[src/rtl/segtree_pkg.sv]
// Shared types and constants for the segment tree range-maximum block.
// No dependencies; every other rtl file except segtree_ram refers to it by scoped names.
package segtree_pkg;

  // Table size and derived widths
  localparam int MAX_ENTRIES = 1024;
  localparam int POS_W       = $clog2(MAX_ENTRIES + 1);   // entry index, 1..MAX_ENTRIES
  localparam int TREE_DEPTH  = 2 * MAX_ENTRIES;           // node 1 is the root
  localparam int NODE_W      = $clog2(TREE_DEPTH);        // node address
  localparam int VAL_W       = 32;                        // stored node maximum
  localparam int IN_VAL_W    = 31;                        // request value
  localparam int FUNC_W      = 2;
  localparam int CFG_ADDR_W  = 3;
  localparam int CFG_DATA_W  = 32;

  // Result for an empty range: -(2^30)
  localparam logic [VAL_W-1:0] EMPTY_MAX = VAL_W'(-(64'sd1 <<< 30));

  // Register map (word index)
  localparam logic [0:0] REG_ENTRY_COUNT = 1'b0;

  // Request codes
  typedef enum logic [FUNC_W-1:0] {
    FUNC_SET   = 2'd0,
    FUNC_RAISE = 2'd1,
    FUNC_QUERY = 2'd2,
    FUNC_NONE  = 2'd3
  } func_t;

  // Node memory access from the walker
  typedef struct packed {
    logic              wr_en;
    logic [NODE_W-1:0] wr_addr;
    logic [VAL_W-1:0]  wr_data;
    logic              rd_en;
    logic [NODE_W-1:0] rd_addr;
  } mem_req_t;

endpackage

[src/rtl/segtree_cfg.sv]
// APB-style configuration register file: holds entry_count.
// Uses segtree_pkg for widths and the register map.
module segtree_cfg (
  input  logic                               clk,
  input  logic                               rst_n,
  input  logic                               psel,
  input  logic                               penable,
  input  logic                               pwrite,
  input  logic [segtree_pkg::CFG_ADDR_W-1:0] paddr,
  input  logic [segtree_pkg::CFG_DATA_W-1:0] pwdata,
  output logic [segtree_pkg::CFG_DATA_W-1:0] prdata,
  output logic                               pready,
  output logic [segtree_pkg::POS_W-1:0]      entry_count
);

  logic [segtree_pkg::POS_W-1:0] entry_count_r;
  logic [segtree_pkg::POS_W-1:0] entry_count_nxt;
  logic [segtree_pkg::POS_W-1:0] wr_val;
  logic                          wr_hit;

  assign pready = 1'b1;
  assign wr_hit = psel && penable && pwrite && pready &&
                  (paddr[2] == segtree_pkg::REG_ENTRY_COUNT);
  assign wr_val = pwdata[segtree_pkg::POS_W-1:0];

  // zero reads as one, above the table size saturates
  always_comb begin
    entry_count_nxt = entry_count_r;
    if (wr_hit) begin
      if (wr_val == '0) begin
        entry_count_nxt = segtree_pkg::POS_W'(1);
      end else if (wr_val > segtree_pkg::POS_W'(segtree_pkg::MAX_ENTRIES)) begin
        entry_count_nxt = segtree_pkg::POS_W'(segtree_pkg::MAX_ENTRIES);
      end else begin
        entry_count_nxt = wr_val;
      end
    end
  end

  always_ff @(posedge clk) begin
    if (!rst_n) begin
      entry_count_r <= segtree_pkg::POS_W'(1);
    end else begin
      entry_count_r <= entry_count_nxt;
    end
  end

  assign prdata = (paddr[2] == segtree_pkg::REG_ENTRY_COUNT) ?
                  segtree_pkg::CFG_DATA_W'(entry_count_r) : '0;
  assign entry_count = entry_count_r;

endmodule

[config.mk]
export PLATFORM = sky130hd
export DESIGN_NAME = segtree_cfg
export DESIGN_NICKNAME = d
export VERILOG_FILES = /design/src/rtl/segtree_pkg.sv /design/src/rtl/segtree_cfg.sv
export SDC_FILE = /design/constraint.sdc
export NUM_CORES = 1
export LEC_CHECK = 0
export BUFFER_PORTS_ARGS = -buffer_cell sky130_fd_sc_hd__buf_2
export CAP_MARGIN = 20
export CORE_UTILIZATION = 36
export DETAILED_ROUTE_END_ITERATION = 8
export PLACE_DENSITY_LB_ADDON = 0.08
export SETUP_SLACK_MARGIN = 0.5
export SLEW_MARGIN = 20
export SYNTH_ARGS = -nofsm -noshare
export SYNTH_HDL_FRONTEND = slang
export SYNTH_SLANG_ARGS = --single-unit
[constraint.sdc]
create_clock -name clk -period 1.6 [get_ports clk]
set_input_delay 0.32 -clock clk [delete_from_list [all_inputs] [get_ports clk]]
set_output_delay 0.32 -clock clk [all_outputs]
set_load 0.05 [all_outputs]
==> run metrics, run 1 <==
r2r endpoint=entry_count[0]$_SDFFE_PN1P_; Post-DRT Antenna Nets=0; Post-DP Area=0.001018 mm2; Final Hold Fails=0; # fillers=164; FF-to-FF Start=entry_count[0]$_SDFFE_PN1P_; P_sw=276.6 uW; Final Util=62.50%; Final min period=1.238 ns; Hold Crit Depth=2; Final Skew=0 ns; count of pins over their slew limit=0; Reg area=259.0 um2; Final Cell Area=0.001239 mm2; CTS tree=yes; Netlist cell types=19; GP Congestion=0.7174; Inserted Diodes=0; Post-Route WL=1667 um; switching share of power=39.80%; Row Count=16; Tightest Hold Check Type=in2reg; Post-Syn Area=769.5 um2; CP Class=reg2out; core area=0.001982 mm2; status=finished, final reports clean; Area Overhead vs Synth=60.98%; Syn. warnings=0; Die H=48.23 um; Vias/cell=4.303; worst vdd ir=307.7 uV; most common cell after layout, fill and taps aside=conb_1; htree depth=1; initial antenna violation count=0; first-pass GRT wire length=2387 um; area taken by multi-input logic gates=509.2 um2; DR iter-0 viols=7; Starting Density=38.83%; reg2reg path depth=2; Placed Cells=149; CTS buffer count=3; setup TNS=0 ns; vias in the first global route=568; Layout Nets=169; fin cells=155; Num Clock Sinks=11; max reg flops=11; CP arrival=0.92 ns; Final Cycle Share=77.36%; WL/cell=10.75 um; Seq/Total Area, Yosys=28.62%; CP max FO=3; total I/O pin count=84; 1st-pass router iterations=4; Clock Tree Root=clkbuf_4; vias=667; largest net degree at the start of global routing=13; clock latency on the worst-skew pair=0.26 ns; WHS=0.3337 ns; Critical Path Start=entry_count[2]$_SDFFE_PN0P_; Global Route Usage Sum=14.92%; Logic pwr share=34.6%; Reg2Reg Setup Slack=0.97 ns; power per cell area=561.2 mW/mm2; fmax=807.9 MHz; clock power share=26.9%; DIE AREA=0.002326 mm2; clock transition at the registers of the reported paths=0.07 ns; RSZ-0062 raised after global routing=yes; Max Buffers Root-to-Sink=2; share of cells above drive strength 1=60.94%; Crit. End Element=output port; # DRC=0; Pleak=0.0005132 uW; Worst EP required=1.28 ns; most frequent cells in the layout=22 x conb_1, 16 x buf_6, 15 x buf_2; total congestion overflow=0; Critical Path Source Type=flop; P_int=418.5 uW; Cells after Synth=89; Yosys reg bits=11; total of max-cap violations=0; syn_area_per_cell=8.646 um2; port buffer count=38; Die Width=48.23 um; Reg power frac=38.5%; Final setup viols=0; Worst Setup EP=prdata[2]
## worst max-delay path: stages, from the launching register on
cell and delay [ns]:
dfxtp_4 0.37, nor2b_4 0.14, buf_6 0.16
## cells by family after synthesis
group,share of synthesized area [%]
compound gates,17.07
other cells,0.9760
simple gates,28.29
flops,28.62
buf+inv,25.04
## synth_stat cells (all sizes together)
| library cell | count | share of area, % |
|---|---|---|
| a21boi | 10 | 14 |
| o311ai | 1 | 2.1 |
| clkbuf | 3 | 1.5 |
| nor2b | 10 | 8.1 |
| nand3b | 9 | 8.8 |
| nor3 | 1 | 0.65 |
| nand2 | 12 | 5.9 |
| nor2 | 1 | 0.49 |
| a31oi | 1 | 0.81 |
| dfxtp | 11 | 29 |
| buf | 24 | 24 |
| conb | 2 | 0.98 |
| nand4b | 1 | 1.1 |
| and4b | 1 | 1.3 |
| nor4 | 1 | 0.81 |
| and2b | 1 | 1.1 |
## power by group through the flow
stage	Sequential, uW	Clock, uW	Combinational, uW
floorplan	288	0	217
global placement	273	0	225
detailed placement	273	0	226
CTS	267	198	237
global route	268	214	253
finish	268	187	241
## routing by layer
layer  global-route usage (%)  wire, um
met3                    2.222       105
met2                    25.33       873
met1                    17.82       661
met4                    8.333        27
met5                        0         0
## area by class of cell
class,instances,share of cell area [%]
timing repair buffer,42,33.13
sequential,11,20.91
clock buffer,4,2.121
tap,27,2.727
multi-input combinational,71,41.11
## metrics by stage
step	power, uW	worst slack (ns)
floorplan	504.6	0.4950
global placement	498.2	0.1762
detailed placement	498.9	0.1685
CTS	702.2	0.3624
global route	735.7	0.3254
finish	695.1	0.3622
## how the worst min path moves through the flow
stage                           startpoint                           to  slack [ns]
6_report                             rst_n  entry_count[0]$_SDFFE_PN1P_        0.33
5_1_grt                              rst_n  entry_count[0]$_SDFFE_PN1P_        0.34
4_1_cts                              rst_n  entry_count[0]$_SDFFE_PN1P_        0.33
3_5_place_dp   entry_count[8]$_SDFFE_PN0P_  entry_count[8]$_SDFFE_PN0P_        0.46
3_3_place_gp   entry_count[8]$_SDFFE_PN0P_  entry_count[8]$_SDFFE_PN0P_        0.45
2_1_floorplan                   pwdata[10]  entry_count[0]$_SDFFE_PN1P_        0.45
## repair_timing
item / in CTS / in global routing
setup buffers: 0 / 2
setup endpoints to repair: 31 / 25
resized for setup: 41 / 17
hold buffers: 0 / 0
Power figures use the tool's default switching activity.
==> inputs of run 2 (changes only) <==
--- a/config.mk
+++ b/config.mk
@@ -7,7 +7,7 @@
 export LEC_CHECK = 0
 export BUFFER_PORTS_ARGS = -buffer_cell sky130_fd_sc_hd__buf_2
 export CAP_MARGIN = 20
-export CORE_UTILIZATION = 36
+export CORE_UTILIZATION = 34
 export DETAILED_ROUTE_END_ITERATION = 8
 export PLACE_DENSITY_LB_ADDON = 0.08
 export SETUP_SLACK_MARGIN = 0.5
==> constraint.sdc (replaced) <==
create_clock -name clk -period 1.23 [get_ports clk]
set_input_delay 0.246 -clock clk [delete_from_list [all_inputs] [get_ports clk]]
set_output_delay 0.246 -clock clk [all_outputs]
set_load 0.05 [all_outputs]
==> run metrics, run 2 (synthesis results as in run 1) <==
vias=707 (was 667); Crit. End Element=output port (unchanged); Final Hold Fails=0 (unchanged); most frequent cells in the layout=22 x conb_1, 22 x buf_6, 14 x buf_2 (was 22 x conb_1, 16 x buf_6, 15 x buf_2); CTS buffer count=3 (unchanged); worst slack, placed=0.08032 ns (was 0.1685 ns); Final setup viols=0 (unchanged); Worst EP required=0.98 ns (was 1.28 ns); DP HPWL=1330 um; setup TNS=0 ns (unchanged); Pleak=0.0005793 uW (was 0.0005132 uW); # fillers=168 (was 164); Die H=49.58 um (was 48.23 um); share of cells above drive strength 1=67.15% (was 60.94%); FF-to-FF Start=entry_count[3]$_SDFFE_PN0P_ (was entry_count[0]$_SDFFE_PN1P_); Critical Path Start=entry_count[3]$_SDFFE_PN0P_ (was entry_count[2]$_SDFFE_PN0P_); Layout Nets=178 (was 169); Num Clock Sinks=11 (unchanged); 1st-pass router iterations=4 (unchanged); status=finished, final reports clean (unchanged); DR iter-0 viols=2 (was 7); Final WS setup=0.05249 ns (was 0.3622 ns); clock latency on the worst-skew pair=0.28 ns (was 0.26 ns); count of pins over their slew limit=0 (unchanged); initial antenna violation count=0 (unchanged); Worst Setup EP=prdata[3] (was prdata[2]); WL/cell=11.90 um (was 10.75 um); Final min period=1.178 ns; CP max FO=2 (was 3); Starting Density=37.68% (was 38.83%); busiest grt layer=met2 (unchanged); clock transition at the registers of the reported paths=0.07 ns (about the same); largest net degree at the start of global routing=12 (was 13); htree depth=1 (unchanged); Vias/cell=4.311 (was 4.303); total I/O pin count=84 (unchanged); port buffer count=38 (unchanged); CP Class=reg2out (unchanged); first-pass GRT wire length=3160 um (was 2387 um); Final Cycle Share=95.73%; Max Buffers Root-to-Sink=2 (unchanged); Global Route Usage Sum=17.72% (was 14.92%); fmax=849.2 MHz; total congestion overflow=0 (unchanged); core area=0.002042 mm2 (was 0.001982 mm2); Final Skew=0 ns (unchanged); global routing usage on met3=2.778% (was 2.222%); Post-Route WL=1952 um (was 1667 um); Tightest Hold Check Type=in2reg (unchanged); # DRC=0 (unchanged); Inserted Diodes=0 (unchanged); CTS tree=yes (unchanged); RSZ-0062 raised after global routing=yes (unchanged); vias in the first global route=662 (was 568); min-delay src=rst_n (unchanged); CP arrival=0.93 ns (was 0.92 ns); DIE AREA=0.002458 mm2 (was 0.002326 mm2); met1 global-route usage=18.22% (was 17.82%); Die Width=49.58 um (was 48.23 um); Reg2Reg Setup Slack=0.44 ns (was 0.97 ns); power per cell area=687.3 mW/mm2 (was 561.2 mW/mm2); Reg area=261.5 um2 (was 259.0 um2); Area Overhead vs Synth=80.16% (was 60.98%); met2 Use GR=31.98% (was 25.33%); Critical Path Source Type=flop (unchanged); worst vdd ir=489.3 uV (was 307.7 uV); Post-DRT Antenna Nets=0 (unchanged); area taken by multi-input logic gates=536.8 um2 (was 509.2 um2); post-cts hold buffer count=0 (unchanged); GP Congestion=0.6876 (was 0.7174); r2r endpoint=entry_count[3]$_SDFFE_PN0P_ (was entry_count[0]$_SDFFE_PN1P_); Clock Tree Root=clkbuf_4 (unchanged); Row Count=16 (unchanged); total of max-cap violations=0 (unchanged); reg2reg path depth=4 (was 2); max reg flops=11 (unchanged)
==> run 2: cell count changes in the layout (fill, tap and decap cells not counted), sizes merged <==
| cell | change |
|---|---|
| buf | +9 |
==> run 2: through the flow <==
| stage | utilization [%] | hold slack (ns) | instances | power, uW | cell area, um2 |
|---|---|---|---|---|---|
| 2_1_floorplan | - | 0.3773 | 109 | 652.3 | 980.9 |
| 3_3_place_gp | 51.84 | 0.4648 | 152 | 657.2 | 1059 |
| 3_5_place_dp | 51.84 | 0.4667 | 152 | 657.6 | 1059 |
| 4_1_cts | 64.09 | 0.2365 | 161 | 952.9 | 1309 |
| 5_1_grt | 67.89 | 0.2491 | 164 | 999.0 | 1386 |
| 6_report | 67.89 | 0.2425 | 164 | 952.8 | 1386 |
==> run 2: timing repair <==
item,CTS,global route
pin swaps,7,1
setup buffers,4,3
resized for setup,55,15
gates cloned,1,0
setup endpoints to repair,33,33
==> run 2: worst min-delay path by stage <==
| stage | slack, ns | to | depth (start not counted) |
|---|---|---|---|
| after floorplan | 0.38 | entry_count[0]$_SDFFE_PN1P_ | 1 |
| after global placement | 0.46 | entry_count[8]$_SDFFE_PN0P_ | 2 |
| after detailed placement | 0.47 | entry_count[8]$_SDFFE_PN0P_ | 2 |
| after CTS | 0.24 | entry_count[0]$_SDFFE_PN1P_ | 2 |
| after global routing | 0.25 | entry_count[7]$_SDFFE_PN0P_ | 3 |
| final | 0.24 | entry_count[0]$_SDFFE_PN1P_ | 2 |
==> run 2: final cells by class <==
| type | instances | area share (%) |
|---|---|---|
| clock buffers | 4 | 1.895 |
| multi-input cells | 71 | 38.72 |
| flip-flops and latches | 11 | 18.86 |
| well taps | 27 | 2.437 |
| repair buffers | 51 | 38.09 |
==> run 2: power by group <==
group	total (uW)	switching [uW]	internal (uW)	leakage, uW
logic	347	248	98.6	0.000467
clock network	260	135	126	0.0000150
registers	346	4.60	341	0.0000968
==> run 2: worst max-delay path: stages (launching register included) <==
cell and delay (ns):
dfxtp_4 0.35, nor2b_4 0.15, buf_8 0.15
==> run 2: metal layers <==
layer	routed length (um)	share of wire, %
met1	722	37
met2	1072	55
met3	105	5.4
met4	51	2.6
met5	0	0
==> inputs of run 3 (changes only) <==
--- a/config.mk
+++ b/config.mk
@@ -7,7 +7,7 @@
 export LEC_CHECK = 0
 export BUFFER_PORTS_ARGS = -buffer_cell sky130_fd_sc_hd__buf_2
 export CAP_MARGIN = 20
-export CORE_UTILIZATION = 34
+export CORE_UTILIZATION = 30
 export DETAILED_ROUTE_END_ITERATION = 8
 export PLACE_DENSITY_LB_ADDON = 0.08
 export SETUP_SLACK_MARGIN = 0.5
==> run metrics, run 3 (synthesis results as in run 1) <==
1st-pass router iterations=3 (was 4); Starting Density=33.19% (was 37.68%); Reg2Reg Setup Slack=0.41 ns (was 0.44 ns); # fillers=210 (was 168); Final min period=1.180 ns (was 1.178 ns); Crit path largest cell delay=0.35 ns (about the same); DR iter-0 viols=4 (was 2); P_sw=380.4 uW (was 387.4 uW); Clock Tree Root=clkbuf_4 (unchanged); total I/O pin count=84 (unchanged); Row Count=17 (was 16); vias in the first global route=623 (was 662); Crit. End Element=output port (unchanged); CP max FO=2 (unchanged); Final Skew=0 ns (unchanged); CP Class=reg2out (unchanged); DP HPWL=1310 um (was 1330 um); busiest grt layer=met2 (unchanged); Final Hold Fails=0 (unchanged); total of max-cap violations=0 (unchanged); clock transition at the registers of the reported paths=0.08 ns (was 0.07 ns); Tightest Hold Check Type=in2reg (unchanged); clock latency on the worst-skew pair=0.27 ns (was 0.28 ns); met1 global-route usage=16.75% (was 18.22%); slowest CP cell=dfxtp_4 (unchanged); most frequent cells in the layout=22 x conb_1, 19 x buf_6, 14 x buf_8 (was 22 x conb_1, 22 x buf_6, 14 x buf_2); reg2reg path depth=4 (unchanged); first-pass GRT wire length=2815 um (was 3160 um); switching share of power=40.26% (was 40.66%); r2r endpoint=entry_count[8]$_SDFFE_PN0P_ (was entry_count[3]$_SDFFE_PN0P_); Die Width=52.65 um (was 49.58 um); Max Buffers Root-to-Sink=2 (unchanged); Post-DRT Antenna Nets=0 (unchanged); Final Cell Area=0.001403 mm2 (was 0.001386 mm2); share of cells above drive strength 1=64.96% (was 67.15%); Critical Path Source Type=flop (unchanged); most common cell after layout, fill and taps aside=conb_1; Die H=52.65 um (was 49.58 um); # DRC=0 (unchanged); Final Cycle Share=95.94% (was 95.73%); post-cts hold buffer count=0 (unchanged); Num Clock Sinks=11 (unchanged); Reg area=261.5 um2 (unchanged); Worst Hold Path EP=entry_count[0]$_SDFFE_PN1P_ (unchanged); min-delay src=rst_n (unchanged); RSZ-0062 raised after global routing=yes (unchanged); Post-DP Area=0.001052 mm2 (was 0.001059 mm2); Logic pwr share=36.4% (about the same); Reg power frac=36.6% (was 36.3%); Worst EP required=0.98 ns (about the same); setup TNS=0 ns (unchanged); core area=0.002318 mm2 (was 0.002042 mm2); htree depth=1 (unchanged); clock power share=27.0% (was 27.3%); Inserted Diodes=0 (unchanged); Final setup viols=0 (unchanged); P_int=564.4 uW (was 565.4 uW); global routing usage on met3=1.739% (was 2.778%); CP arrival=0.93 ns (about the same); Post-Route WL=1868 um (was 1952 um); Hold Crit Depth=2 (unchanged); power per cell area=673.6 mW/mm2 (was 687.3 mW/mm2); Layout Nets=178 (unchanged); Vias/cell=4.333 (was 4.311); met2 Use GR=25.11% (was 31.98%); worst vdd ir=454.0 uV (was 489.3 uV); DIE AREA=0.002772 mm2 (was 0.002458 mm2); largest net degree at the start of global routing=12 (unchanged); FF-to-FF Start=entry_count[8]$_SDFFE_PN0P_ (was entry_count[3]$_SDFFE_PN0P_); port buffer count=38 (unchanged); count of pins over their slew limit=0 (unchanged); Area Overhead vs Synth=82.28% (was 80.16%); crit-path cells=and2b_4, buf_8 (was nor2b_4, buf_8); Pleak=0.0005863 uW (was 0.0005793 uW); CTS buffer count=3 (unchanged); area taken by multi-input logic gates=528.0 um2 (was 536.8 um2); Global Route Usage Sum=14.22% (was 17.72%); fmax=847.4 MHz (was 849.2 MHz); GP Congestion=0.6694 (was 0.6876); max reg flops=11 (unchanged); initial antenna violation count=0 (unchanged); vias=715 (was 707); total congestion overflow=0 (unchanged); CTS tree=yes (unchanged); status=finished, final reports clean (unchanged); WL/cell=11.32 um (was 11.90 um)
[run 3: layout make-up]
cell class,count,area share (%)
repair buffers,51,39.34
clock buffers,4,1.873
well taps,28,2.498
multi-input cells,71,37.64
flip-flops and latches,11,18.64
[run 3: worst max path at each step]
stage / endpoint / start / cells after the start
2_1_floorplan: prdata[0] / entry_count[0]$_SDFFE_PN1P_ / 1
3_3_place_gp: entry_count[0]$_SDFFE_PN1P_ / pwdata[7] / 4
3_5_place_dp: prdata[3] / paddr[2] / 4
4_1_cts: prdata[8] / entry_count[8]$_SDFFE_PN0P_ / 2
5_1_grt: prdata[7] / entry_count[7]$_SDFFE_PN0P_ / 2
6_report: prdata[8] / entry_count[8]$_SDFFE_PN0P_ / 2
[run 3: power by group through the flow]
stage	Clock [uW]	Sequential [uW]	Combinational (uW)
2_1_floorplan	0	373	280
3_3_place_gp	0	353	303
3_5_place_dp	0	353	303
4_1_cts	255	346	335
5_1_grt	281	347	360
6_report	255	346	344
[run 3: metrics by stage]
step | total power [uW] | hold WS (ns) | utilization, % | cells | worst slack [ns]
floorplan | 652.3 | 0.3773 | - | 109 | 0.2088
global placement | 656.2 | 0.4672 | 45.39 | 152 | 0.08186
detailed placement | 657.0 | 0.4723 | 45.39 | 152 | 0.07982
finish | 944.8 | 0.2430 | 60.50 | 165 | 0.04995
global route | 987.2 | 0.2449 | 60.50 | 165 | 0.005344
CTS | 935.8 | 0.2421 | 56.50 | 160 | 0.06375
[run 3: metal layers]
metal / share of wire (%) / wire [um]
met3: 5.8 / 108
met2: 52 / 967
met5: 0 / 0
met1: 41 / 772
met4: 1.1 / 20
[run 3: what timing repair did]
action                     in CTS  in global routing
setup buffers                   3                  5
gates resized for setup        59                 15
setup endpoints to repair      33                 33
gates cloned                    1                  0
pin swaps                       4                  2
[run 3: worst max-delay path, delay by kind of cell, from the launching register on]
family        cells  cell delay (ns)
buf+inv           1             0.14
flops             1             0.35
simple gates      1             0.17
