### src/rtl/segtree_pkg.sv
// Shared types and constants for the segment tree range-maximum block.
// No dependencies; every other rtl file except segtree_ram refers to it by scoped names.
package segtree_pkg;

  // Table size and derived widths
  localparam int MAX_ENTRIES = 1024;
  localparam int POS_W       = $clog2(MAX_ENTRIES + 1);   // entry index, 1..MAX_ENTRIES
  localparam int TREE_DEPTH  = 2 * MAX_ENTRIES;           // node 1 is the root
  localparam int NODE_W      = $clog2(TREE_DEPTH);        // node address
  localparam int VAL_W       = 32;                        // stored node maximum
  localparam int IN_VAL_W    = 31;                        // request value
  localparam int FUNC_W      = 2;
  localparam int CFG_ADDR_W  = 3;
  localparam int CFG_DATA_W  = 32;

  // Result for an empty range: -(2^30)
  localparam logic [VAL_W-1:0] EMPTY_MAX = VAL_W'(-(64'sd1 <<< 30));

  // Register map (word index)
  localparam logic [0:0] REG_ENTRY_COUNT = 1'b0;

  // Request codes
  typedef enum logic [FUNC_W-1:0] {
    FUNC_SET   = 2'd0,
    FUNC_RAISE = 2'd1,
    FUNC_QUERY = 2'd2,
    FUNC_NONE  = 2'd3
  } func_t;

  // Node memory access from the walker
  typedef struct packed {
    logic              wr_en;
    logic [NODE_W-1:0] wr_addr;
    logic [VAL_W-1:0]  wr_data;
    logic              rd_en;
    logic [NODE_W-1:0] rd_addr;
  } mem_req_t;

endpackage

### src/rtl/segtree_walk.sv
// Tree walker: descends the segment tree one level per cycle, reads nodes
// from the node memory and writes refreshed maxima back. Uses segtree_pkg.
module segtree_walk (
  input  logic                             clk,
  input  logic                             rst_n,
  input  logic                             start,
  output logic                             busy,
  input  logic [segtree_pkg::FUNC_W-1:0]   in_func,
  input  logic [segtree_pkg::POS_W-1:0]    in_position_low,
  input  logic [segtree_pkg::POS_W-1:0]    in_position_high,
  input  logic [segtree_pkg::IN_VAL_W-1:0] in_value,
  input  logic [segtree_pkg::POS_W-1:0]    entry_count,
  output segtree_pkg::mem_req_t            mem_req,
  input  logic [segtree_pkg::VAL_W-1:0]    mem_rdata,
  output logic                             out_valid,
  output logic [segtree_pkg::VAL_W-1:0]    out_range_max
);

  typedef enum logic [7:0] {
    S_IDLE   = 8'b0000_0001,
    S_QDESC  = 8'b0000_0010,  // query: common path above the split
    S_QLEFT  = 8'b0000_0100,  // query: left boundary path
    S_QRIGHT = 8'b0000_1000,  // query: right boundary path
    S_QDRAIN = 8'b0001_0000,  // query: fold last read, emit
    S_UDESC  = 8'b0010_0000,  // update: find leaf
    S_ULEAF  = 8'b0100_0000,  // raise: old leaf value arrives
    S_UUP    = 8'b1000_0000   // update: refresh ancestors
  } state_t;

  state_t state_r, state_nxt;

  logic [segtree_pkg::POS_W-1:0]  l_r, l_nxt, r_r, r_nxt;
  logic [segtree_pkg::NODE_W-1:0] p_r, p_nxt;
  logic [segtree_pkg::POS_W-1:0]  svl_r, svl_nxt, svr_r, svr_nxt;
  logic [segtree_pkg::NODE_W-1:0] svp_r, svp_nxt;
  logic [segtree_pkg::POS_W-1:0]  lo_r, lo_nxt, hi_r, hi_nxt;
  logic [segtree_pkg::VAL_W-1:0]  cur_r, cur_nxt;
  logic [segtree_pkg::VAL_W-1:0]  acc_r, acc_nxt;
  logic                           raise_r, raise_nxt;
  logic                           rd_pend_r, rd_pend_nxt;
  logic                           out_valid_r, out_valid_nxt;
  logic [segtree_pkg::VAL_W-1:0]  out_max_r, out_max_nxt;

  logic [segtree_pkg::POS_W:0]    sum;
  logic [segtree_pkg::POS_W-1:0]  mid;
  logic [segtree_pkg::NODE_W-1:0] lchild, rchild, parent, sibling, parent_sib;
  logic [segtree_pkg::VAL_W-1:0]  acc_fold, cur_up, leaf_raised, in_val_ext;
  logic                           lo_ok, hi_ok;
  segtree_pkg::func_t             func;

  assign func       = segtree_pkg::func_t'(in_func);
  assign sum        = {1'b0, l_r} + {1'b0, r_r};
  assign mid        = sum[segtree_pkg::POS_W:1];
  assign lchild     = {p_r[segtree_pkg::NODE_W-2:0], 1'b0};
  assign rchild     = {p_r[segtree_pkg::NODE_W-2:0], 1'b1};
  assign parent     = p_r >> 1;
  assign sibling    = p_r ^ segtree_pkg::NODE_W'(1);
  assign parent_sib = parent ^ segtree_pkg::NODE_W'(1);
  assign in_val_ext = segtree_pkg::VAL_W'(in_value);

  assign acc_fold    = (rd_pend_r && (mem_rdata > acc_r)) ? mem_rdata : acc_r;
  assign cur_up      = (mem_rdata > cur_r) ? mem_rdata : cur_r;
  assign leaf_raised = (mem_rdata > cur_r) ? mem_rdata : cur_r;

  assign lo_ok = (in_position_low != '0) && (in_position_low <= entry_count);
  assign hi_ok = (in_position_high != '0) && (in_position_high <= entry_count);

  always_comb begin
    state_nxt     = state_r;
    l_nxt         = l_r;
    r_nxt         = r_r;
    p_nxt         = p_r;
    svl_nxt       = svl_r;
    svr_nxt       = svr_r;
    svp_nxt       = svp_r;
    lo_nxt        = lo_r;
    hi_nxt        = hi_r;
    cur_nxt       = cur_r;
    acc_nxt       = acc_fold;
    raise_nxt     = raise_r;
    rd_pend_nxt   = 1'b0;
    out_valid_nxt = 1'b0;
    out_max_nxt   = out_max_r;
    mem_req       = '0;

    case (state_r)
      S_IDLE: begin
        if (start) begin
          lo_nxt  = in_position_low;
          hi_nxt  = in_position_high;
          l_nxt   = segtree_pkg::POS_W'(1);
          r_nxt   = entry_count;
          p_nxt   = segtree_pkg::NODE_W'(1);
          cur_nxt = in_val_ext;
          acc_nxt = '0;
          case (func)
            segtree_pkg::FUNC_SET, segtree_pkg::FUNC_RAISE: begin
              raise_nxt = (func == segtree_pkg::FUNC_RAISE);
              if (lo_ok) begin
                state_nxt = S_UDESC;
              end
            end
            segtree_pkg::FUNC_QUERY: begin
              if (lo_ok && hi_ok) begin
                if (in_position_low > in_position_high) begin
                  out_valid_nxt = 1'b1;
                  out_max_nxt   = segtree_pkg::EMPTY_MAX;
                end else begin
                  state_nxt = S_QDESC;
                end
              end
            end
            default: begin
            end
          endcase
        end
      end

      S_QDESC: begin
        if (((lo_r <= l_r) && (hi_r >= r_r)) || (l_r == r_r)) begin
          mem_req.rd_en   = 1'b1;
          mem_req.rd_addr = p_r;
          rd_pend_nxt     = 1'b1;
          state_nxt       = S_QDRAIN;
        end else if (hi_r <= mid) begin
          r_nxt = mid;
          p_nxt = lchild;
        end else if (lo_r > mid) begin
          l_nxt = mid + segtree_pkg::POS_W'(1);
          p_nxt = rchild;
        end else begin
          // split: park the right branch, walk the left one first
          svl_nxt   = mid + segtree_pkg::POS_W'(1);
          svr_nxt   = r_r;
          svp_nxt   = rchild;
          r_nxt     = mid;
          p_nxt     = lchild;
          state_nxt = S_QLEFT;
        end
      end

      S_QLEFT: begin
        // range reaches past this node on the right
        if ((lo_r <= l_r) || (l_r == r_r)) begin
          mem_req.rd_en   = 1'b1;
          mem_req.rd_addr = p_r;
          rd_pend_nxt     = 1'b1;
          l_nxt           = svl_r;
          r_nxt           = svr_r;
          p_nxt           = svp_r;
          state_nxt       = S_QRIGHT;
        end else if (lo_r <= mid) begin
          mem_req.rd_en   = 1'b1;
          mem_req.rd_addr = rchild;
          rd_pend_nxt     = 1'b1;
          r_nxt           = mid;
          p_nxt           = lchild;
        end else begin
          l_nxt = mid + segtree_pkg::POS_W'(1);
          p_nxt = rchild;
        end
      end

      S_QRIGHT: begin
        // range reaches past this node on the left
        if ((hi_r >= r_r) || (l_r == r_r)) begin
          mem_req.rd_en   = 1'b1;
          mem_req.rd_addr = p_r;
          rd_pend_nxt     = 1'b1;
          state_nxt       = S_QDRAIN;
        end else if (hi_r > mid) begin
          mem_req.rd_en   = 1'b1;
          mem_req.rd_addr = lchild;
          rd_pend_nxt     = 1'b1;
          l_nxt           = mid + segtree_pkg::POS_W'(1);
          p_nxt           = rchild;
        end else begin
          r_nxt = mid;
          p_nxt = lchild;
        end
      end

      S_QDRAIN: begin
        out_valid_nxt = 1'b1;
        out_max_nxt   = acc_fold;
        state_nxt     = S_IDLE;
      end

      S_UDESC: begin
        if (l_r == r_r) begin
          if (raise_r) begin
            mem_req.rd_en   = 1'b1;
            mem_req.rd_addr = p_r;
            state_nxt       = S_ULEAF;
          end else begin
            mem_req.wr_en   = 1'b1;
            mem_req.wr_addr = p_r;
            mem_req.wr_data = cur_r;
            if (p_r == segtree_pkg::NODE_W'(1)) begin
              state_nxt = S_IDLE;
            end else begin
              mem_req.rd_en   = 1'b1;
              mem_req.rd_addr = sibling;
              state_nxt       = S_UUP;
            end
          end
        end else if (lo_r <= mid) begin
          r_nxt = mid;
          p_nxt = lchild;
        end else begin
          l_nxt = mid + segtree_pkg::POS_W'(1);
          p_nxt = rchild;
        end
      end

      S_ULEAF: begin
        cur_nxt         = leaf_raised;
        mem_req.wr_en   = 1'b1;
        mem_req.wr_addr = p_r;
        mem_req.wr_data = leaf_raised;
        if (p_r == segtree_pkg::NODE_W'(1)) begin
          state_nxt = S_IDLE;
        end else begin
          mem_req.rd_en   = 1'b1;
          mem_req.rd_addr = sibling;
          state_nxt       = S_UUP;
        end
      end

      S_UUP: begin
        // sibling data is in; parent gets the larger, and the parent's
        // sibling is fetched in the same cycle (never a path node)
        cur_nxt         = cur_up;
        mem_req.wr_en   = 1'b1;
        mem_req.wr_addr = parent;
        mem_req.wr_data = cur_up;
        p_nxt           = parent;
        if (parent == segtree_pkg::NODE_W'(1)) begin
          state_nxt = S_IDLE;
        end else begin
          mem_req.rd_en   = 1'b1;
          mem_req.rd_addr = parent_sib;
        end
      end

      default: begin
        state_nxt = S_IDLE;
      end
    endcase
  end

  always_ff @(posedge clk) begin
    if (!rst_n) begin
      state_r     <= S_IDLE;
      rd_pend_r   <= 1'b0;
      out_valid_r <= 1'b0;
    end else begin
      state_r     <= state_nxt;
      rd_pend_r   <= rd_pend_nxt;
      out_valid_r <= out_valid_nxt;
    end
  end

  always_ff @(posedge clk) begin
    l_r       <= l_nxt;
    r_r       <= r_nxt;
    p_r       <= p_nxt;
    svl_r     <= svl_nxt;
    svr_r     <= svr_nxt;
    svp_r     <= svp_nxt;
    lo_r      <= lo_nxt;
    hi_r      <= hi_nxt;
    cur_r     <= cur_nxt;
    acc_r     <= acc_nxt;
    raise_r   <= raise_nxt;
    out_max_r <= out_max_nxt;
  end

  assign busy          = (state_r != S_IDLE);
  assign out_valid     = out_valid_r;
  assign out_range_max = out_max_r;

endmodule

### config.mk
export PLATFORM = sky130hd
export DESIGN_NAME = segtree_walk
export DESIGN_NICKNAME = d
export VERILOG_FILES = /design/src/rtl/segtree_pkg.sv /design/src/rtl/segtree_walk.sv
export SDC_FILE = /design/constraint.sdc
export NUM_CORES = 1
export LEC_CHECK = 0
export BUFFER_PORTS_ARGS = -buffer_cell sky130_fd_sc_hd__buf_4
export CORE_UTILIZATION = 50
export CTS_CLUSTER_SIZE = 28
export DETAILED_ROUTE_END_ITERATION = 16
export PLACE_DENSITY = 0.74
export SLEW_MARGIN = 20
export SYNTH_ARGS = -nofsm -noshare
export SYNTH_HDL_FRONTEND = slang
export SYNTH_SLANG_ARGS = --single-unit
### constraint.sdc
create_clock -name clk -period 5.8 [get_ports clk]
set_input_delay 0 -clock clk [delete_from_list [all_inputs] [get_ports clk]]
set_output_delay 0 -clock clk [all_outputs]
set_load 0.02 [all_outputs]
==> results of run 1 <==
through the flow:
stage / utilization / instances / hold WS (ps)
2_1_floorplan: - / 1351 / 98.9
3_3_place_gp: 0.575 / 1846 / 216
3_5_place_dp: 0.575 / 1846 / 219
4_1_cts: 0.644 / 1997 / 43.4
5_1_grt: 0.645 / 1998 / 100
6_report: 0.645 / 1998 / 64.7
final cells by class:
type                       count  area [um2]  share of cell area
tap                          335         419              0.0251
clock buffer                  17         425              0.0254
timing repair buffer         326        2770               0.165
sequential                   194        5410               0.323
clock inverter                15         165             0.00988
inverter                     139         522              0.0312
multi-input combinational    972        7020               0.420
Yosys cell counts (all sizes together), types with 9 or more instances:
cell / number / area (um2)
o21ai: 102 / 510
nand2: 119 / 449
nor4: 15 / 115
a211oi: 10 / 87.6
nand2b: 9 / 56.3
clkbuf: 24 / 91.3
nor3: 14 / 70.1
nor2: 126 / 488
ha: 151 / 1890
dfxtp: 42 / 841
a22o: 39 / 342
nand3: 38 / 190
o21a: 13 / 97.6
xnor2: 10 / 95.1
nor2b: 15 / 93.8
a21o: 17 / 128
buf: 22 / 194
edfxtp: 152 / 4560
a21oi: 73 / 380
nand4: 22 / 138
mux2i: 70 / 701
a22oi: 27 / 203
inv: 138 / 518
per-layer routing:
metal | share of wire | routed length (um) | track usage
met3 | 0.076 | 3190 | 0.0553
met5 | 0 | 0 | 0
met2 | 0.47 | 19600 | 0.503
met4 | 0.033 | 1390 | 0.119
met1 | 0.42 | 17800 | 0.419
what timing repair did:
action                                 4_1_cts  5_1_grt
hold buffers                               119        0
gates resized for setup                      0        0
buffers inserted                             0        0
endpoints found under the hold margin      121        0
kinds of logic (layout without fill, tap and decap cells):
group | after synthesis | count (layout)
xor gates and xnor gates | 17 | 17
and+or+nand+nor | 394 | 394
adders and majority gates | 153 | 153
AOI/OAI and AO/OA | 338 | 338
DFF | 194 | 194
buffers and inverters | 185 | 497
muxes | 70 | 70
worst max-delay path: stages (launching register included):
cell      delay, ps
edfxtp_1        480
ha_1            370
a211o_1         310
a211oi_1        310
o21ai_0         160
a21oi_1         190
xnor2_1         280
inv_1           150
ha_1            300
nand3_1         120
or4_1           410
a32oi_1         260
o311ai_4        320
o32ai_2         560
nand2_1         100
nand2_1         100
buf_4           140
flip-flops by register name (all words and copies together) (netlist names), 10 cells and up:
name / cells
hi_r: 11
acc_r: 32
out_range_max: 32
r_r: 11
p_r: 11
svl_r: 11
l_r: 11
cur_r: 32
svr_r: 11
svp_r: 10
lo_r: 11
report_power, final:
group	internal (mW)	switching, mW
Clock	0.615	0.597
Combinational	1.50	2.50
Sequential	1.94	0.323
worst max path at each step:
| stage | end | slack [ps] | cells after the start |
|---|---|---|---|
| global placement | l_r[1] | 1120 | 15 |
| CTS | mem_req[2] | 820 | 16 |
| detailed placement | l_r[9] | 970 | 15 |
| global route | mem_req[2] | 500 | 16 |
| floorplan | svl_r[0] | 210 | 14 |
| finish | mem_req[2] | 790 | 16 |
==> reports/summary.txt, run 1 <==
status: finished, final reports clean
global-route wire length before repair: 64400 um
CTS Sinks: 194
CP Launch Type: flop
clock latency on the worst-skew pair: 450 ps
Post-Synth XOR/XNOR Area: 0.0125
total wire length: 41900 um
Max-Cap Viols: 0
Max Root-Sink Buffers: 2
Final period util: 0.863
Max VDD drop: 0.254 mV
Die Wd: 164 um
Synth Area in Simple Gates: 0.142
via count: 12.0k
Final Hold Viols: 0
setup slack after layout: 794 ps
Cell Area, Placed: 14900 um2
adder and majority gate portion of the synthesized area: 0.146
library cells used by synthesis: 82
GRT Overall Usage: 0.313
Worst Path Arrival: 5010 ps
max_slew headroom: 0.346
multiplexer share of the synthesized area: 0.0532
syn nets: 1604
largest family of logic cells by synthesized area: compound AO/OA/AOI/OAI gates
r2r endpoint: l_r[5]
wire per inst: 21.0 um
remaining antenna violation count: 0
IO buf count: 190
Hold Path Sink: r_r[5]
Worst Path Max Fanout: 15
Final Critical Period: 5010 ps
Hold WC Path Type: input pin to flop
Design Area, Final: 16700 um2
share of cells above drive strength 1: 0.162
clk_skew: 15.0 ps
Num CTS Buffers: 17
critical path launch point: l_r[1]
R2R Path Start: l_r[1]
Avg Cell Area, Syn: 9.74 um2
Ant. Diodes: 0
TNS Setup: 0 ps
Top Ports: 191
Row Count: 59
Starting Density: 0.508
Layout area overhead: 27.0%
core outline area: 25900 um2
yosys warns: 0
Post-Synthesis Cells: 1351
Worst R2R Path Depth: 15
DP HPWL: 29300 um
Worst-path clk slew: 80 ps
number of synthesized flops with an enable pin: 152
most frequent cells in the layout: buf_4 (206), edfxtp_1 (152), ha_1 (151), inv_1 (138), nor2_1 (123)
critical path required time: 5800 ps
Hold Path Depth: 3
Tot Pwr: 7.47 mW
# nets final: 1903
RePlAce Congestion: 0.915
reg2reg setup slack: 910 ps
vias per cell: 6.01
die height: 164 um
post-synthesis compound-gate area fraction: 0.174
initial drt markers: 1164
Pleak: 7.40 nW
Initial DRT Pass Iterations: 5
pre-CTS WS: 971 ps
Setup crit end kind: primary output
Pwr Density: 447 nW/um2
vias in the first global route: 11.8k
top_reg_cell synth: edfxtp_1
Syn Std Cell Area: 13200 um2
total gr overflow: 0
register bit total from synthesis: 194
H-tree depth: 4
Worst-Margin Slew: 977 ps
fmax: 0.200 GHz
DRC viols: 0
initial antenna violation count: 0
Worst Setup Path Type: flop to primary output
commonest non-fill, non-tap cell in the layout: buf_4
max-slew violation count: 0
RSZ-0062 raised after global routing: false
Final setup viols: 0
FILL cells: 2014
sequential share of the synthesized area: 0.411
Clk Tree Root Cell: clkbuf_16
hold_sp: entry_count[5]
full die area: 27000 um2
largest net degree at the start of global routing: 65
CTS tree: yes
Synth async-reset ratio: 0
Power figures use the tool's default switching activity.
==> run 2, diff against run 1 <==
--- a/config.mk
+++ b/config.mk
@@ -6,10 +6,10 @@
 export NUM_CORES = 1
 export LEC_CHECK = 0
 export BUFFER_PORTS_ARGS = -buffer_cell sky130_fd_sc_hd__buf_4
-export CORE_UTILIZATION = 50
+export CORE_UTILIZATION = 59
 export CTS_CLUSTER_SIZE = 28
 export DETAILED_ROUTE_END_ITERATION = 16
-export PLACE_DENSITY = 0.74
+export PLACE_DENSITY_LB_ADDON = 0.3
 export SLEW_MARGIN = 20
 export SYNTH_ARGS = -nofsm -noshare
 export SYNTH_HDL_FRONTEND = slang
==> constraint.sdc (replaced) <==
create_clock -name clk -period 5.6 [get_ports clk]
set_input_delay 0 -clock clk [delete_from_list [all_inputs] [get_ports clk]]
set_output_delay 0 -clock clk [all_outputs]
set_load 0.02 [all_outputs]
==> reports/summary.txt, run 2 (synthesis results as in run 1) <==
vias per cell: 6.35
DRC viols: 0
Max Root-Sink Buffers: 2
total gr overflow: 0
RePlAce Congestion: 0.982
clock latency on the worst-skew pair: 450 ps
Layout area overhead: 25.8%
CP cell instances: ha_1 > a211o_1 > a211oi_1 > o21ai_0 > a21oi_1 > xnor2_1 > inv_1 > ha_1 > nand3_1 > or4_1 > a32oi_1 > o311ai_4 > o32ai_2 > nand2_1 > nand2_1 > buf_4
Hold WC Path Type: input pin to flop
full die area: 22900 um2
post-CTS sizing: 0
# nets final: 1894
initial drt markers: 1356
Die Wd: 151 um
Worst Path Arrival: 5120 ps
CTS tree: yes
fmax: 0.195 GHz
Crit path largest cell delay: 620 ps
core outline area: 21800 um2
Final Hold Viols: 0
Worst Path Max Fanout: 15
IO buf count: 190
Max-Cap Viols: 0
initial antenna violation count: 1
clk_skew: 11.8 ps
WP buf/inv: 2
Final setup viols: 0
Worst-Margin Slew: 1130 ps
DP HPWL: 29100 um
Num CTS Buffers: 17
Setup crit end kind: primary output
H-tree depth: 4
Worst-path clk slew: 80 ps
status: finished, final reports clean
Final period util: 0.914
setup slack after layout: 480 ps
CTS Sinks: 194
via count: 12.3k
largest net degree at the start of global routing: 65
CP top delay family: compound AO/OA/AOI/OAI gates
RSZ-0062 raised after global routing: false
Pleak: 7.35 nW
Critical-path top delay cell: o32ai_2
total wire length: 43000 um
Max VDD drop: 0.290 mV
GRT Overall Usage: 0.381
wire per inst: 22.2 um
Final Critical Period: 5120 ps
footprint of the multi-input gates: 7020 um2
Initial DRT Pass Iterations: 6
Pwr Density: 468 nW/um2
max-slew violation count: 0
vias in the first global route: 12.2k
Starting Density: 0.603
die height: 151 um
reg2reg setup slack: 660 ps
commonest non-fill, non-tap cell in the layout: buf_4
Clk Tree Root Cell: clkbuf_16
global-route wire length before repair: 65700 um
critical path required time: 5600 ps
number of hold buffers added after cts: 114
share of cells above drive strength 1: 0.161
Row Count: 54
remaining antenna violation count: 0
CP Launch Type: flop
most frequent cells in the layout: buf_4 (203), edfxtp_1 (152), ha_1 (151), inv_1 (138), nor2_1 (123)
# Post-CTS Setup Buffers: 0
max_slew headroom: 0.247
Top Ports: 191
FILL cells: 1394
pre-CTS WS: 787 ps
Worst Setup Path Type: flop to primary output
TNS Setup: 0 ps
register area: 5410 um2
run 2: routing by layer:
layer,part of all wire,global-route usage,vias to the layer above
li1,-,-,5526
met1,0.39,0.477,5789
met2,0.46,0.605,813
met3,0.10,0.0943,166
met4,0.049,0.202,0
met5,0,0,-
run 2: layout make-up:
type,count,area share
repair buffers,317,0.161
well taps,280,0.0211
inverters,139,0.0315
clock buffers,20,0.0282
diodes,1,0.000151
flip-flops and latches,194,0.326
multi-input cells,972,0.424
clock inverters,12,0.00808
run 2: path summary, 6_finish.rpt:
| kind | depth (start not counted) | from | end |
|---|---|---|---|
| worst min-delay path | 3 | entry_count[6] | r_r[6] |
| worst max-delay path | 16 | l_r[1] | mem_req[3] |
| worst min register to register | 0 | r_r[2] | svr_r[2] |
| worst max register to register | 15 | l_r[1] | l_r[10] |
run 2: where the power goes:
group	leakage [nW]	internal, mW	total, mW	switching (mW)
Clock	0.292	0.668	1.26	0.595
Combinational	5.33	1.52	4.13	2.61
Sequential	1.73	2.01	2.35	0.339
run 2: tightest hold or removal path, stage by stage:
cell,delay (ps)
buf_4,80
inv_1,120
a32oi_1,190
run 2: through the flow:
stage	util	hold slack [ps]	total power [mW]	cells	cell area [um2]
6_report	0.759	73.9	7.74	1935	16600
5_1_grt	0.759	73.2	8.19	1935	16600
4_1_cts	0.759	50.0	7.56	1934	16600
3_5_place_dp	0.679	215	6.24	1788	14800
3_3_place_gp	0.679	207	6.14	1788	14800
2_1_floorplan	-	98.9	5.08	1351	13200
==> run 3, diff against run 2 <==
--- a/config.mk
+++ b/config.mk
@@ -6,7 +6,9 @@
 export NUM_CORES = 1
 export LEC_CHECK = 0
 export BUFFER_PORTS_ARGS = -buffer_cell sky130_fd_sc_hd__buf_4
-export CORE_UTILIZATION = 59
+export CELL_PAD_IN_SITES_DETAIL_PLACEMENT = 0
+export CELL_PAD_IN_SITES_GLOBAL_PLACEMENT = 2
+export CORE_UTILIZATION = 37
 export CTS_CLUSTER_SIZE = 28
 export DETAILED_ROUTE_END_ITERATION = 16
 export PLACE_DENSITY_LB_ADDON = 0.3
==> constraint.sdc (replaced) <==
create_clock -name clk -period 5.5 [get_ports clk]
set_input_delay 0 -clock clk [delete_from_list [all_inputs] [get_ports clk]]
set_output_delay 0 -clock clk [all_outputs]
set_load 0.02 [all_outputs]
==> reports/summary.txt, run 3 (synthesis results as in run 1) <==
Setup crit end kind: primary output
Row Count: 68
pre-CTS WS: 765 ps
IO buf count: 190
largest net degree at the start of global routing: 65
DRC viols: 0
Final Critical Period: 5150 ps
Max Root-Sink Buffers: 2
Final Hold Viols: 0
Worst Path Arrival: 5150 ps
via count: 11.5k
CTS tree: yes
remaining antenna violation count: 0
Layout area overhead: 28.3%
# Post-CTS Setup Buffers: 0
Worst-path clk slew: 80 ps
R2R Path Start: l_r[1]
clock latency on the worst-skew pair: 460 ps
Cell Area, Placed: 15100 um2
Worst-Margin Slew: 984 ps
hold_sp: entry_count[6]
fmax: 0.194 GHz
Clock power frac: 0.160
max_slew headroom: 0.341
initial antenna violation count: 2
CP Launch Type: flop
r2r endpoint: l_r[6]
Pleak: 7.38 nW
Num CTS Buffers: 17
Max-Cap Viols: 0
RePlAce Congestion: 0.896
Worst Path Max Fanout: 17
total gr overflow: 0
share of cells above drive strength 1: 0.161
Internal: 4.28 mW
Final setup viols: 0
clk_skew: 20.8 ps
# nets final: 1903
CP top delay family: compound AO/OA/AOI/OAI gates
Util after Layout: 0.485
WP buf/inv: 3
CTS Sinks: 194
Hold WC Path Type: input pin to flop
global-route wire length before repair: 66100 um
Hold Path Sink: r_r[6]
Die Wd: 191 um
Sw Ratio: 0.458
Top Ports: 191
die height: 191 um
vias per cell: 5.43
Crit path largest cell delay: 480 ps
full die area: 36300 um2
Hold Path Depth: 3
commonest non-fill, non-tap cell in the layout: buf_4
Starting Density: 0.378
logic gate share of total power: 0.538
core outline area: 34800 um2
Design Area, Final: 16900 um2
Max VDD drop: 0.320 mV
DP HPWL: 32100 um
initial drt markers: 854
max-slew violation count: 0
RSZ-0062 raised after global routing: false
Final period util: 0.937
total wire length: 43000 um
Clk Tree Root Cell: clkbuf_16
CP cell instances: ha_1 > a211o_1 > a211oi_1 > o21ai_0 > a21oi_1 > xnor2_1 > inv_1 > ha_1 > nand3_1 > or4_1 > a32oi_1 > o311ai_4 > buf_4 > nor2b_1 > o221a_2 > nand3_1 > buf_4
setup slack after layout: 348 ps
Critical-path top delay cell: edfxtp_1
reg2reg setup slack: 660 ps
Reg power frac: 0.303
FILL cells: 3297
status: finished, final reports clean
Initial DRT Pass Iterations: 5
critical path required time: 5500 ps
vias in the first global route: 11.3k
Sw Pwr: 3.61 mW
TNS Setup: 0 ps
GRT Overall Usage: 0.241
Worst Setup Path Type: flop to primary output
H-tree depth: 4
Worst R2R Path Depth: 15
most frequent cells in the layout: buf_4 (204), edfxtp_1 (152), ha_1 (151), inv_1 (138), nor2_1 (123)
Pwr Density: 467 nW/um2
wire per inst: 20.3 um
## run 3: cell type report
cell class	instances	area [um2]	share of cell area
Antenna cell	2	5.00	0.000296
Clock buffer	17	425	0.0252
Clock inverter	15	154	0.00911
Inverter	139	522	0.0309
Multi-Input combinational cell	972	7030	0.416
Sequential cell	194	5410	0.320
Tap cell	455	569	0.0337
Timing Repair Buffer	326	2780	0.165
## run 3: worst max-delay path by stage
stage,from,end,cells past startpoint
finish,l_r[1],mem_req[11],17
global placement,l_r[1],svr_r[6],15
floorplan,l_r[1],svl_r[0],14
global route,l_r[1],mem_req[7],17
CTS,l_r[1],mem_req[10],17
detailed placement,l_r[1],svr_r[5],15
## run 3: power by group through the flow
stage / sequential [mW] / clock [mW] / combinational (mW)
6_report: 2.39 / 1.26 / 4.24
5_1_grt: 2.43 / 1.34 / 4.67
4_1_cts: 2.38 / 1.29 / 4.18
3_5_place_dp: 2.41 / 0 / 4.09
3_3_place_gp: 2.41 / 0 / 4.03
2_1_floorplan: 2.24 / 0 / 2.95
## run 3: metrics by stage
stage	hold WS, ps	std cells	total power [mW]
after floorplan	98.9	1351	5.19
after global placement	210	1965	6.44
after detailed placement	215	1966	6.50
after CTS	8.20	2118	7.85
after global routing	55.6	2120	8.43
final	25.5	2120	7.88
## run 3: timing repair
action / 4_1_cts / 5_1_grt
setup endpoints to repair: 0 / 6
gates resized for setup: 0 / 1
hold buffers: 120 / 0
endpoints found under the hold margin: 122 / 0
## run 3: per-layer routing
layer / track usage / vias to the layer above / routed length, um
li1: - / 5569 / -
met1: 0.348 / 5506 / 20500
met2: 0.358 / 388 / 18700
met3: 0.0493 / 56 / 2820
met4: 0.0742 / 0 / 943
met5: 0 / - / 0
## run 3: tightest hold or removal path, cell delays in order
cell	delay, ps
buf_4	70
inv_1	110
a32oi_1	180
